--- config.mk ---
export PLATFORM = sky130hd
export DESIGN_NAME = scan_device_cache_with_stale_eviction_top
export DESIGN_NICKNAME = d
export VERILOG_FILES = /design/src/rtl/core/sdc_pkg.sv /design/src/rtl/core/scan_device_cache_with_stale_eviction_top.sv /design/src/rtl/core/sdc_cell.sv
export SDC_FILE = /design/constraint.sdc
export NUM_CORES = 2
export LEC_CHECK = 0
export ABC_AREA = 0
export BUFFER_PORTS_ARGS = -buffer_cell sky130_fd_sc_hd__buf_2
export CAP_MARGIN = 10
export CORE_AREA = 8 8 627 629
export DETAILED_ROUTE_END_ITERATION = 8
export DIE_AREA = 0 0 635 637
export SYNTH_ARGS = -nofsm -noshare
export SYNTH_HDL_FRONTEND = slang
export SYNTH_SLANG_ARGS = --single-unit
--- constraint.sdc ---
create_clock -name clk -period 11.6 [get_ports clk]
set_clock_uncertainty 0.05 [all_clocks]
set_input_delay 1.74 -clock clk [delete_from_list [all_inputs] [get_ports clk]]
set_output_delay 1.74 -clock clk [all_outputs]
set_load 0.02 [all_outputs]
--- src/rtl/core/sdc_pkg.sv ---
package sdc_pkg;

  localparam int KEY_W   = 50;
  localparam int TIME_W  = 48;
  localparam int STALE_W = 16;
  localparam int SLOT_W  = 3;
  localparam int OUT_W   = 3;

  localparam logic [15:0] APPEAR_KEYBOARD    = 16'h03C1;
  localparam logic [15:0] APPEAR_HID_GENERIC = 16'h03C0;
  localparam logic [15:0] STALE_RESET        = 16'd3000;

  localparam logic REQ_OBSERVE = 1'b0;
  localparam logic REQ_CLEAR   = 1'b1;

  typedef enum logic [OUT_W-1:0] {
    OC_HIT     = 3'd0,
    OC_FREE    = 3'd1,
    OC_STALE   = 3'd2,
    OC_OLDEST  = 3'd3,
    OC_CLEARED = 3'd4
  } outcome_t;

  typedef enum logic [1:0] {
    ST_IDLE,
    ST_SCAN,
    ST_DONE
  } state_t;

  // flags: [0] connectable, [1] hid, [2] keyboard
  typedef struct packed {
    logic              vld;
    logic [KEY_W-1:0]  key;
    logic [TIME_W-1:0] now;
    logic [2:0]        obs;
    logic              hit;
    logic [2:0]        hit_flags;
    logic              free_f;
    logic              stale_f;
    logic              old_f;
    logic [TIME_W-1:0] old_t;
  } scan_rec_t;

  typedef struct packed {
    logic              en;
    logic              clr;
    logic              claim;
    logic [KEY_W-1:0]  key;
    logic [TIME_W-1:0] now;
    logic [2:0]        obs;
  } wr_cmd_t;

endpackage

--- src/rtl/core/scan_device_cache_with_stale_eviction_top.sv ---
// Scan device cache: a table of ENTRIES advertising devices keyed by
// (address kind, 48-bit address), held in a row of cells.
// Input channel in_*: in_valid/in_stall, one request per transfer. An observe
// request looks the key up; a clear request empties the table.
// Result channel out_*: out_valid/out_stall, one result per request, holding
// slot, outcome, sticky flags and the qualifies bit.
// Config channel cfg_*: cfg_valid/cfg_ready, writes stale_time_ms; always ready.
// An observe request walks the cell row one cell per cycle; then its scan is
// captured in the tail register, and its result is written to the output
// register once that register is free. The next request is taken only after.
// A clear request skips the cell row and goes straight to its result.
// One request is in flight at a time; in_stall is high while it is scanned or
// its result waits for the output register. When the receiver stalls, the
// result register holds, and the finished request waits for it with the table
// still unwritten.
// Reset empties the table and sets stale_time_ms to 3000.
module scan_device_cache_with_stale_eviction_top #(
  parameter int ENTRIES = 8
) (
  input  logic        clk,
  input  logic        rst_n,
  input  logic        cfg_valid,
  output logic        cfg_ready,
  input  logic [15:0] cfg_stale_time_ms,
  input  logic        in_valid,
  output logic        in_stall,
  input  logic        in_req_type,
  input  logic [1:0]  in_addr_kind,
  input  logic [47:0] in_dev_addr,
  input  logic [47:0] in_now_ms,
  input  logic        in_adv_connectable,
  input  logic        in_hid_uuid_seen,
  input  logic        in_appearance_valid,
  input  logic [15:0] in_appearance_code,
  output logic        out_valid,
  input  logic        out_stall,
  output logic [2:0]  out_slot_index,
  output logic [2:0]  out_outcome,
  output logic        out_flag_connectable,
  output logic        out_flag_hid,
  output logic        out_flag_keyboard,
  output logic        out_qualifies
);

  localparam int IW = (ENTRIES > 1) ? $clog2(ENTRIES) : 1;

  sdc_pkg::state_t            state_r, state_nxt;
  logic [15:0]                stale_r;

  sdc_pkg::scan_rec_t         rec_w       [ENTRIES+1];
  logic [IW-1:0]              hit_idx_w   [ENTRIES+1];
  logic [IW-1:0]              free_idx_w  [ENTRIES+1];
  logic [IW-1:0]              stale_idx_w [ENTRIES+1];
  logic [IW-1:0]              old_idx_w   [ENTRIES+1];

  sdc_pkg::scan_rec_t         tail_r;
  logic [IW-1:0]              tail_hit_idx_r, tail_free_idx_r;
  logic [IW-1:0]              tail_stale_idx_r, tail_old_idx_r;
  logic                       tail_clr_r;

  logic                       out_valid_r;
  logic [2:0]                 out_slot_r, out_outcome_r, out_flags_r;

  logic                       in_xfer;
  logic                       out_free;
  logic                       capture;
  logic                       finish;
  logic [2:0]                 obs_in;
  logic                       kbd_code;

  sdc_pkg::wr_cmd_t           wr;
  logic [IW-1:0]              slot;
  sdc_pkg::outcome_t          outcome;
  logic [2:0]                 flags_res;
  logic [IW+2:0]              slot_ext;

  assign cfg_ready = 1'b1;

  always_ff @(posedge clk) begin
    if (!rst_n) begin
      stale_r <= sdc_pkg::STALE_RESET;
    end else if (cfg_valid && cfg_ready) begin
      stale_r <= cfg_stale_time_ms;
    end
  end

  assign in_stall = (state_r != sdc_pkg::ST_IDLE);
  assign in_xfer  = in_valid && !in_stall;
  assign out_free = !out_valid_r || !out_stall;

  assign kbd_code = (in_appearance_code == sdc_pkg::APPEAR_KEYBOARD) ||
                    (in_appearance_code == sdc_pkg::APPEAR_HID_GENERIC);
  assign obs_in   = {in_appearance_valid && kbd_code, in_hid_uuid_seen, in_adv_connectable};

  // head of the cell row: the request enters cell 0 on its transfer
  always_comb begin
    rec_w[0]           = '0;
    rec_w[0].vld       = in_xfer && (in_req_type == sdc_pkg::REQ_OBSERVE);
    rec_w[0].key       = {in_addr_kind, in_dev_addr};
    rec_w[0].now       = in_now_ms;
    rec_w[0].obs       = obs_in;
    hit_idx_w[0]       = '0;
    free_idx_w[0]      = '0;
    stale_idx_w[0]     = '0;
    old_idx_w[0]       = '0;
  end

  for (genvar g = 0; g < ENTRIES; g++) begin : g_cell
    sdc_cell #(
      .IW  (IW),
      .IDX (g)
    ) u_cell (
      .clk         (clk),
      .rst_n       (rst_n),
      .stale_time  (stale_r),
      .rec_i       (rec_w[g]),
      .hit_idx_i   (hit_idx_w[g]),
      .free_idx_i  (free_idx_w[g]),
      .stale_idx_i (stale_idx_w[g]),
      .old_idx_i   (old_idx_w[g]),
      .rec_o       (rec_w[g+1]),
      .hit_idx_o   (hit_idx_w[g+1]),
      .free_idx_o  (free_idx_w[g+1]),
      .stale_idx_o (stale_idx_w[g+1]),
      .old_idx_o   (old_idx_w[g+1]),
      .wr_i        (wr),
      .wr_idx_i    (slot)
    );
  end

  assign capture = (state_r == sdc_pkg::ST_SCAN) && rec_w[ENTRIES].vld;
  assign finish  = (state_r == sdc_pkg::ST_DONE) && out_free;

  always_ff @(posedge clk) begin
    if (capture || in_xfer) begin
      tail_r           <= rec_w[ENTRIES];
      tail_hit_idx_r   <= hit_idx_w[ENTRIES];
      tail_free_idx_r  <= free_idx_w[ENTRIES];
      tail_stale_idx_r <= stale_idx_w[ENTRIES];
      tail_old_idx_r   <= old_idx_w[ENTRIES];
      tail_clr_r       <= in_xfer && (in_req_type == sdc_pkg::REQ_CLEAR);
    end
  end

  // replacement choice: hit, then first free, then first stale, then oldest
  always_comb begin
    if (tail_r.hit) begin
      slot    = tail_hit_idx_r;
      outcome = sdc_pkg::OC_HIT;
    end else if (tail_r.free_f) begin
      slot    = tail_free_idx_r;
      outcome = sdc_pkg::OC_FREE;
    end else if (tail_r.stale_f) begin
      slot    = tail_stale_idx_r;
      outcome = sdc_pkg::OC_STALE;
    end else begin
      slot    = tail_old_idx_r;
      outcome = sdc_pkg::OC_OLDEST;
    end
    flags_res = (tail_r.hit ? tail_r.hit_flags : 3'b000) | tail_r.obs;

    wr       = '0;
    wr.en    = finish && !tail_clr_r;
    wr.clr   = finish && tail_clr_r;
    wr.claim = !tail_r.hit;
    wr.key   = tail_r.key;
    wr.now   = tail_r.now;
    wr.obs   = tail_r.obs;
  end

  assign slot_ext = {3'b000, slot};

  always_comb begin
    state_nxt = state_r;
    case (state_r)
      sdc_pkg::ST_IDLE: begin
        if (in_xfer) begin
          state_nxt = (in_req_type == sdc_pkg::REQ_CLEAR) ? sdc_pkg::ST_DONE
                                                          : sdc_pkg::ST_SCAN;
        end
      end
      sdc_pkg::ST_SCAN: begin
        if (capture) begin
          state_nxt = sdc_pkg::ST_DONE;
        end
      end
      sdc_pkg::ST_DONE: begin
        if (out_free) begin
          state_nxt = sdc_pkg::ST_IDLE;
        end
      end
      default: begin
        state_nxt = sdc_pkg::ST_IDLE;
      end
    endcase
  end

  always_ff @(posedge clk) begin
    if (!rst_n) begin
      state_r <= sdc_pkg::ST_IDLE;
    end else begin
      state_r <= state_nxt;
    end
  end

  always_ff @(posedge clk) begin
    if (!rst_n) begin
      out_valid_r <= 1'b0;
    end else if (finish) begin
      out_valid_r <= 1'b1;
    end else if (!out_stall) begin
      out_valid_r <= 1'b0;
    end
  end

  always_ff @(posedge clk) begin
    if (finish) begin
      if (tail_clr_r) begin
        out_slot_r    <= '0;
        out_outcome_r <= sdc_pkg::OC_CLEARED;
        out_flags_r   <= 3'b000;
      end else begin
        out_slot_r    <= slot_ext[2:0];
        out_outcome_r <= outcome;
        out_flags_r   <= flags_res;
      end
    end
  end

  assign out_valid            = out_valid_r;
  assign out_slot_index       = out_slot_r;
  assign out_outcome          = out_outcome_r;
  assign out_flag_connectable = out_flags_r[0];
  assign out_flag_hid         = out_flags_r[1];
  assign out_flag_keyboard    = out_flags_r[2];
  assign out_qualifies        = &out_flags_r;

endmodule

--- src/rtl/core/sdc_cell.sv ---
module sdc_cell #(
  parameter int IW  = 3,
  parameter int IDX = 0
) (
  input  logic                         clk,
  input  logic                         rst_n,
  input  logic [sdc_pkg::STALE_W-1:0]  stale_time,
  input  sdc_pkg::scan_rec_t           rec_i,
  input  logic [IW-1:0]                hit_idx_i,
  input  logic [IW-1:0]                free_idx_i,
  input  logic [IW-1:0]                stale_idx_i,
  input  logic [IW-1:0]                old_idx_i,
  output sdc_pkg::scan_rec_t           rec_o,
  output logic [IW-1:0]                hit_idx_o,
  output logic [IW-1:0]                free_idx_o,
  output logic [IW-1:0]                stale_idx_o,
  output logic [IW-1:0]                old_idx_o,
  input  sdc_pkg::wr_cmd_t             wr_i,
  input  logic [IW-1:0]                wr_idx_i
);

  localparam logic [IW-1:0] MY_IDX = IW'(IDX);

  logic                              valid_r;
  logic [sdc_pkg::KEY_W-1:0]         key_r;
  logic [sdc_pkg::TIME_W-1:0]        last_r;
  logic [2:0]                        flags_r;

  sdc_pkg::scan_rec_t                rec_nxt, rec_r;
  logic [IW-1:0]                     hit_idx_nxt, free_idx_nxt, stale_idx_nxt, old_idx_nxt;
  logic [IW-1:0]                     hit_idx_r, free_idx_r, stale_idx_r, old_idx_r;

  logic                              match;
  logic                              not_back;
  logic [sdc_pkg::TIME_W-1:0]        idle_time;
  logic                              is_stale;
  logic                              wr_me;

  assign match     = valid_r && (key_r == rec_i.key);
  assign not_back  = rec_i.now >= last_r;
  assign idle_time = rec_i.now - last_r;
  assign is_stale  = not_back &&
                     (idle_time >= {{(sdc_pkg::TIME_W-sdc_pkg::STALE_W){1'b0}}, stale_time});

  always_comb begin
    rec_nxt       = rec_i;
    hit_idx_nxt   = hit_idx_i;
    free_idx_nxt  = free_idx_i;
    stale_idx_nxt = stale_idx_i;
    old_idx_nxt   = old_idx_i;
    if (rec_i.vld && !rec_i.hit) begin
      if (match) begin
        rec_nxt.hit       = 1'b1;
        rec_nxt.hit_flags = flags_r;
        hit_idx_nxt       = MY_IDX;
      end else if (!valid_r) begin
        if (!rec_i.free_f) begin
          rec_nxt.free_f = 1'b1;
          free_idx_nxt   = MY_IDX;
        end
      end else begin
        if (!rec_i.stale_f && is_stale) begin
          rec_nxt.stale_f = 1'b1;
          stale_idx_nxt   = MY_IDX;
        end
        // strict less-than keeps the lowest index on ties
        if (!rec_i.old_f || (last_r < rec_i.old_t)) begin
          rec_nxt.old_f = 1'b1;
          rec_nxt.old_t = last_r;
          old_idx_nxt   = MY_IDX;
        end
      end
    end
  end

  always_ff @(posedge clk) begin
    if (!rst_n) begin
      rec_r.vld <= 1'b0;
    end else begin
      rec_r <= rec_nxt;
    end
    hit_idx_r   <= hit_idx_nxt;
    free_idx_r  <= free_idx_nxt;
    stale_idx_r <= stale_idx_nxt;
    old_idx_r   <= old_idx_nxt;
  end

  assign rec_o       = rec_r;
  assign hit_idx_o   = hit_idx_r;
  assign free_idx_o  = free_idx_r;
  assign stale_idx_o = stale_idx_r;
  assign old_idx_o   = old_idx_r;

  assign wr_me = wr_i.en && (wr_idx_i == MY_IDX);

  always_ff @(posedge clk) begin
    if (!rst_n) begin
      valid_r <= 1'b0;
    end else if (wr_i.clr) begin
      valid_r <= 1'b0;
    end else if (wr_me && wr_i.claim) begin
      valid_r <= 1'b1;
    end
  end

  always_ff @(posedge clk) begin
    if (wr_me) begin
      last_r <= wr_i.now;
      if (wr_i.claim) begin
        key_r   <= wr_i.key;
        flags_r <= wr_i.obs;
      end else begin
        flags_r <= flags_r | wr_i.obs;
      end
    end
  end

endmodule
# Word-level counts from Yosys, hierarchy flattened
# Index checks and enable logic that the tools add are counted.
# word_totals
input_bits,139
regBits,2255
wordCells,501
output_inout_bits,13
# classes
n_bitwise,16
eq_ne,23
n_reduce_logical,111
mux,162
addsub,8
magnitude_cmp,23
# op_table
op,n
$eq 50x50->1,8
$mux 49,8
$mux 55,7
$ge 48x16->1,8
$ge 48x48->1,8
$sub 48x48->48,8
$mux 51,7
$mux 50,7
$lt 48x48->1,7
$mux 3,96
$logic_and 1x1->1,54
$eq 16x10->1 const B,2
$mux 4,8
$or 3x3->3,9
$logic_not 1->1,26
$mux 1,23
$reduce_and 2->1,9
$eq 3x3->1 const B,4
$reduce_or 3->1,4
$logic_or 1x1->1,10
$mux 2,5
$not 1->1,7
$eq 3x2->1 const B,2
$ne 2x2->1 const B,3
other kinds (10),13

# Longest topological paths before layout
# logic_depth
ltp_word,8
ltp_mapped,24

# By module
# A second synthesis with hierarchy kept.
# unflattened
hier_cells,9899
area_unflattened_um2,120559.4
# modules_own_cells
mod,area_each_um2,instances,cells_each
sdc_cell (g_cell[3].u_cell ...),14791.7,2,1228
sdc_cell (g_cell[4].u_cell),14520.2,1,1238
sdc_cell (g_cell[5].u_cell),14512.7,1,1217
sdc_cell (g_cell[2].u_cell),14472.6,1,1217
sdc_cell (g_cell[1].u_cell),14247.4,1,1185
sdc_cell (g_cell[0].u_cell),14219.9,1,1183
sdc_cell (g_cell[7].u_cell),14096.0,1,1155
scan_device_cache_with_stale_eviction_top,4907.2,1,248

# Worst setup path after synthesis
# OpenSTA, ideal clock, no wires.
# synth_timing
path_kind,input-to-reg
from,input port in_valid
to,register tail_clr_r (enable)
setup_slack_ps,4158
setup_time_ps,600
t_arrival_ps,6792
stages,2
path_cell_list,mux2i_1 -> nor2_1
# synth_between
elab_chain_cells,2
# synth_rtl
item,line,text
from (decl),scan_device_cache_with_stale_eviction_top.sv:25,"input logic in_valid,"
$logic_and 1x1->1,scan_device_cache_with_stale_eviction_top.sv:88,assign in_xfer = in_valid && !in_stall;
$logic_or 1x1->1,scan_device_cache_with_stale_eviction_top.sv:135,if (capture || in_xfer) begin
to (signal assigned),scan_device_cache_with_stale_eviction_top.sv:141,tail_clr_r <= in_xfer && (in_req_type == sdc_pkg::REQ_CLEAR);
to (decl),scan_device_cache_with_stale_eviction_top.sv:59,logic tail_clr_r;
# No other way between the ends.
# A chain may end at the register's enable or synchronous reset.

==> summary.md <==
| Metric | Value |
|---|---|
| Area Growth Syn to Fin | 12.63% |
| Clk buf depth | 4 |
| Non-Filler Instances | 14.80k |
| GR Util met3 | 0.01631 |
| Worst-path maximum fanout | 5 |
| Slew Limit Fails | 0 |
| Largest net degree at the start of global routing | 167 |
| Insertion delay to the later sink of the worst-skew pair | 0.96 ns |
| RSZ-0062 raised after global routing | false |
| Clock sink count | 2239 |
| Pwr dens | 145.2 mW/mm² |
| Final worst path period need | 7.016 ns |
| Core Box Area | approximately 0.38 mm² |
| Mapped cell area | 0.1142 mm² |
| Final wirelength | 351.7 mm |
| Maximum VDD drop | approximately 0.13 mV |
| Synth async-reset ratio | 0 |
| DR iter-0 viols | ~7.2k |
| Slew HR | 0.1477 |
| Crit. End Element | register |
| Max-Cap Viols | 0 |
| Avg Cell Area, Syn | 12.23 µm² |
| Final hold viol count | 0 |
| Power after layout | 18680 µW |
| Hold-fix buffers, CTS | 0 |
| Die X | around 640 µm |
| # IOs | 152 |
| Setup TNS | 0 ns |
| Die ar. | 0.4045 mm² |
| Inst Count DP | about 14k |
| GR Overflow Total | 0 |
| First-pass GRT wire length | 501.8 mm |
| Die height | around 640 µm |
| Synth Flop Type | edfxtp_1 |
| M2 GR Usage | 0.2603 |
| Worst Setup Start Kind | register |
| CTS tree | built |
| Final Setup Violations | 0 |
| Vias in the first global route | 72.59k |
| Starting Density | 0.2977 |
| Design Area, Final | 0.1286 mm² |
| Via count | about 75k |
| Warnings, synthesis | 0 |
| Pleak | 0.04933 µW |
| DP HPWL | approximately 280 mm |
| DR DRC count | 0 |
| Fillers | 37.90k |
| Cell variety after synth | 101 |
| Initial antenna violation count | 28 |
| Setup bufs post-CTS | 0 |
| Resized cells post-CTS | 0 |
| Crit path kind | register to register |
| Post-DRT Antenna Nets | 0 |
| Routing usage on met1 | 0.2382 |
| Cell area after placement | 0.1211 mm² |
| Max Fclk | about 140 MHz |
| Number of buffers created by CTS | around 230 |
| WL/cell | 23.76 µm |
| Required @ worst endpoint | 12.17 ns |
| Status | complete, no violations |
| Final #Nets | 10.52k |
| Via/cell ratio | 5.057 |
| Proportion of layout cells with a drive suffix above 1 | 0.07433 |
| Min-Delay Path Class | register to register |
| Final Cycle Share | 0.6048 |
| Number of enable flip-flop cells after synthesis | 2136 |
| Most frequent cells in the layout | edfxtp_1 (2136), inv_1 (873), ha_1 (841) |
| H-tree levels | 4 |
| Clock-pin slew on the worst setup and hold paths | 0.07 ns |
| First-pass iteration count of the detailed router | 6 |
| # rows | 228 |
| Gr busiest metal | met2 |
| Total Routing Usage GR | 0.1656 |
| Placer Congestion | 0.9053 |
| Synth Instances | just over 9k |
| Most common cell after layout, fill and taps aside | edfxtp_1 |
| Net Count, Synth | a little over 10k |
| Tightest Pin Transition | 1.246 ns |
| CTS Root Cell | clkbuf_16 |
| Arrival @ worst endpoint | approximately 7.6 ns |
| Yosys reg bits | 2239 |
| PortBufs | 149 |
| Register area share after synthesis | 0.5796 |
report_power, final:
part	switching, µW	leakage, µW	internal [µW]
combinational	1150	0.0245	615
sequential	321	0.0211	9220
clock	3190	0.00365	4190
total	4660	0.0493	14000
path summary, 6_finish.rpt:
kind | slack, ns | cells after the start | endpoint | startpoint
hold reg to reg | 0.32 | 0 | tail_r[141] | g_cell[7].u_cell.rec_o[141]
setup / recovery | 4.58 | 20 | g_cell[2].u_cell.rec_o[49] | g_cell[1].u_cell.rec_o[58]
hold / removal | 0.32 | 0 | tail_r[141] | g_cell[7].u_cell.rec_o[141]
setup reg to reg | 4.58 | 20 | g_cell[2].u_cell.rec_o[49] | g_cell[1].u_cell.rec_o[58]
per-layer routing:
| metal | part of all wire | vias to the layer above |
|---|---|---|
| met4 | 0.039 | 0 |
| met2 | 0.44 | 2490 |
| li1 | - | 35400 |
| met3 | 0.055 | 469 |
| met5 | 0 | - |
| met1 | 0.47 | 36490 |
cells in the mapped netlist, drive strengths merged, types with 64 or more instances:
| master | number | share of area |
|---|---|---|
| ha | 841 | 0.092 |
| o21bai | 64 | 0.0042 |
| dfxtp | 103 | 0.018 |
| a211oi | 93 | 0.0062 |
| xor2 | 129 | 0.0099 |
| inv | 874 | 0.029 |
| nor2b | 99 | 0.0054 |
| nor3 | 166 | 0.0073 |
| or2 | 73 | 0.0040 |
| mux2i | 331 | 0.029 |
| a21o | 233 | 0.015 |
| clkbuf | 213 | 0.0070 |
| nor2 | 424 | 0.014 |
| nand2 | 451 | 0.015 |
| o21a | 97 | 0.0064 |
| o21ai | 401 | 0.018 |
| nand2b | 94 | 0.0051 |
| nand4 | 332 | 0.018 |
| nor4 | 94 | 0.0051 |
| o211ai | 81 | 0.0053 |
| edfxtp | 2136 | 0.56 |
| nand3 | 139 | 0.0061 |
| xnor2 | 476 | 0.036 |
| a21oi | 622 | 0.027 |
registers in the layout, indices dropped and copies added, names as in the netlist, 17 cells and up:
name                       cells
g_cell.u_cell.last_r         384
tail_r                       107
g_cell.u_cell.old_idx_o       17
g_cell.u_cell.hit_idx_o       17
g_cell.u_cell.flags_r         24
g_cell.u_cell.rec_o         1207
g_cell.u_cell.key_r          400
g_cell.u_cell.free_idx_o      17
g_cell.u_cell.stale_idx_o     17
critical path, stage by stage (launching register included):
cell and delay, ns:
edfxtp_1 0.42, inv_1 0.08, ha_1 0.16, inv_1 0.06, fa_1 0.42, a211o_1 0.30
o211ai_1 0.14, a21oi_1 0.22, o21ai_0 0.56, xnor2_1 0.19, ha_1 0.27, a21o_1 0.24
a222oi_1 0.30, o2111ai_1 0.16, nor4_1 0.76, o221ai_1 0.40, a2111oi_0 0.64, nand3_1 0.17
nor4_1 0.61, a31oi_1 0.29, or2_1 0.27
cell type report:
type,count,area [µm²],share of cell area
well taps,5060,6331,0.04921
diodes,14,35.03,0.0002723
inverters,874,3281,0.02550
multi-input cells,5966,43890,0.3412
repair buffers,219,1374,0.01068
clock inverters,135,1329,0.01033
clock buffers,294,6203,0.04822
flip-flops and latches,2239,66200,0.5146
stage by stage:
| step | setup slack, ns | util | hold WS (ns) |
|---|---|---|---|
| finish | 4.584 | 0.3353 | 0.3239 |
| global route | 4.274 | 0.3352 | 0.3366 |
| CTS | 4.588 | 0.3352 | 0.3267 |
| detailed placement | 4.270 | 0.3156 | 0.3396 |
| global placement | 4.282 | 0.3156 | 0.3369 |
| floorplan | 4.158 | - | 0.3355 |
cell families (layout without fill, tap and decap cells):
kind of cell	count (synthesis)	in the layout	share of synthesized area
flip-flops	2239	2239	0.5796
AND/OR/NAND/NOR	2088	2088	0.09368
AO/OA/AOI/OAI	2048	2048	0.1158
buffers and inverters	1133	1522	0.03764
adder cells (fa/ha/maj)	849	849	0.09353
XOR/XNOR	605	605	0.04639
multiplexers	375	375	0.03335
other	1	15	0.00003283
Power figures use the tool's default switching activity.
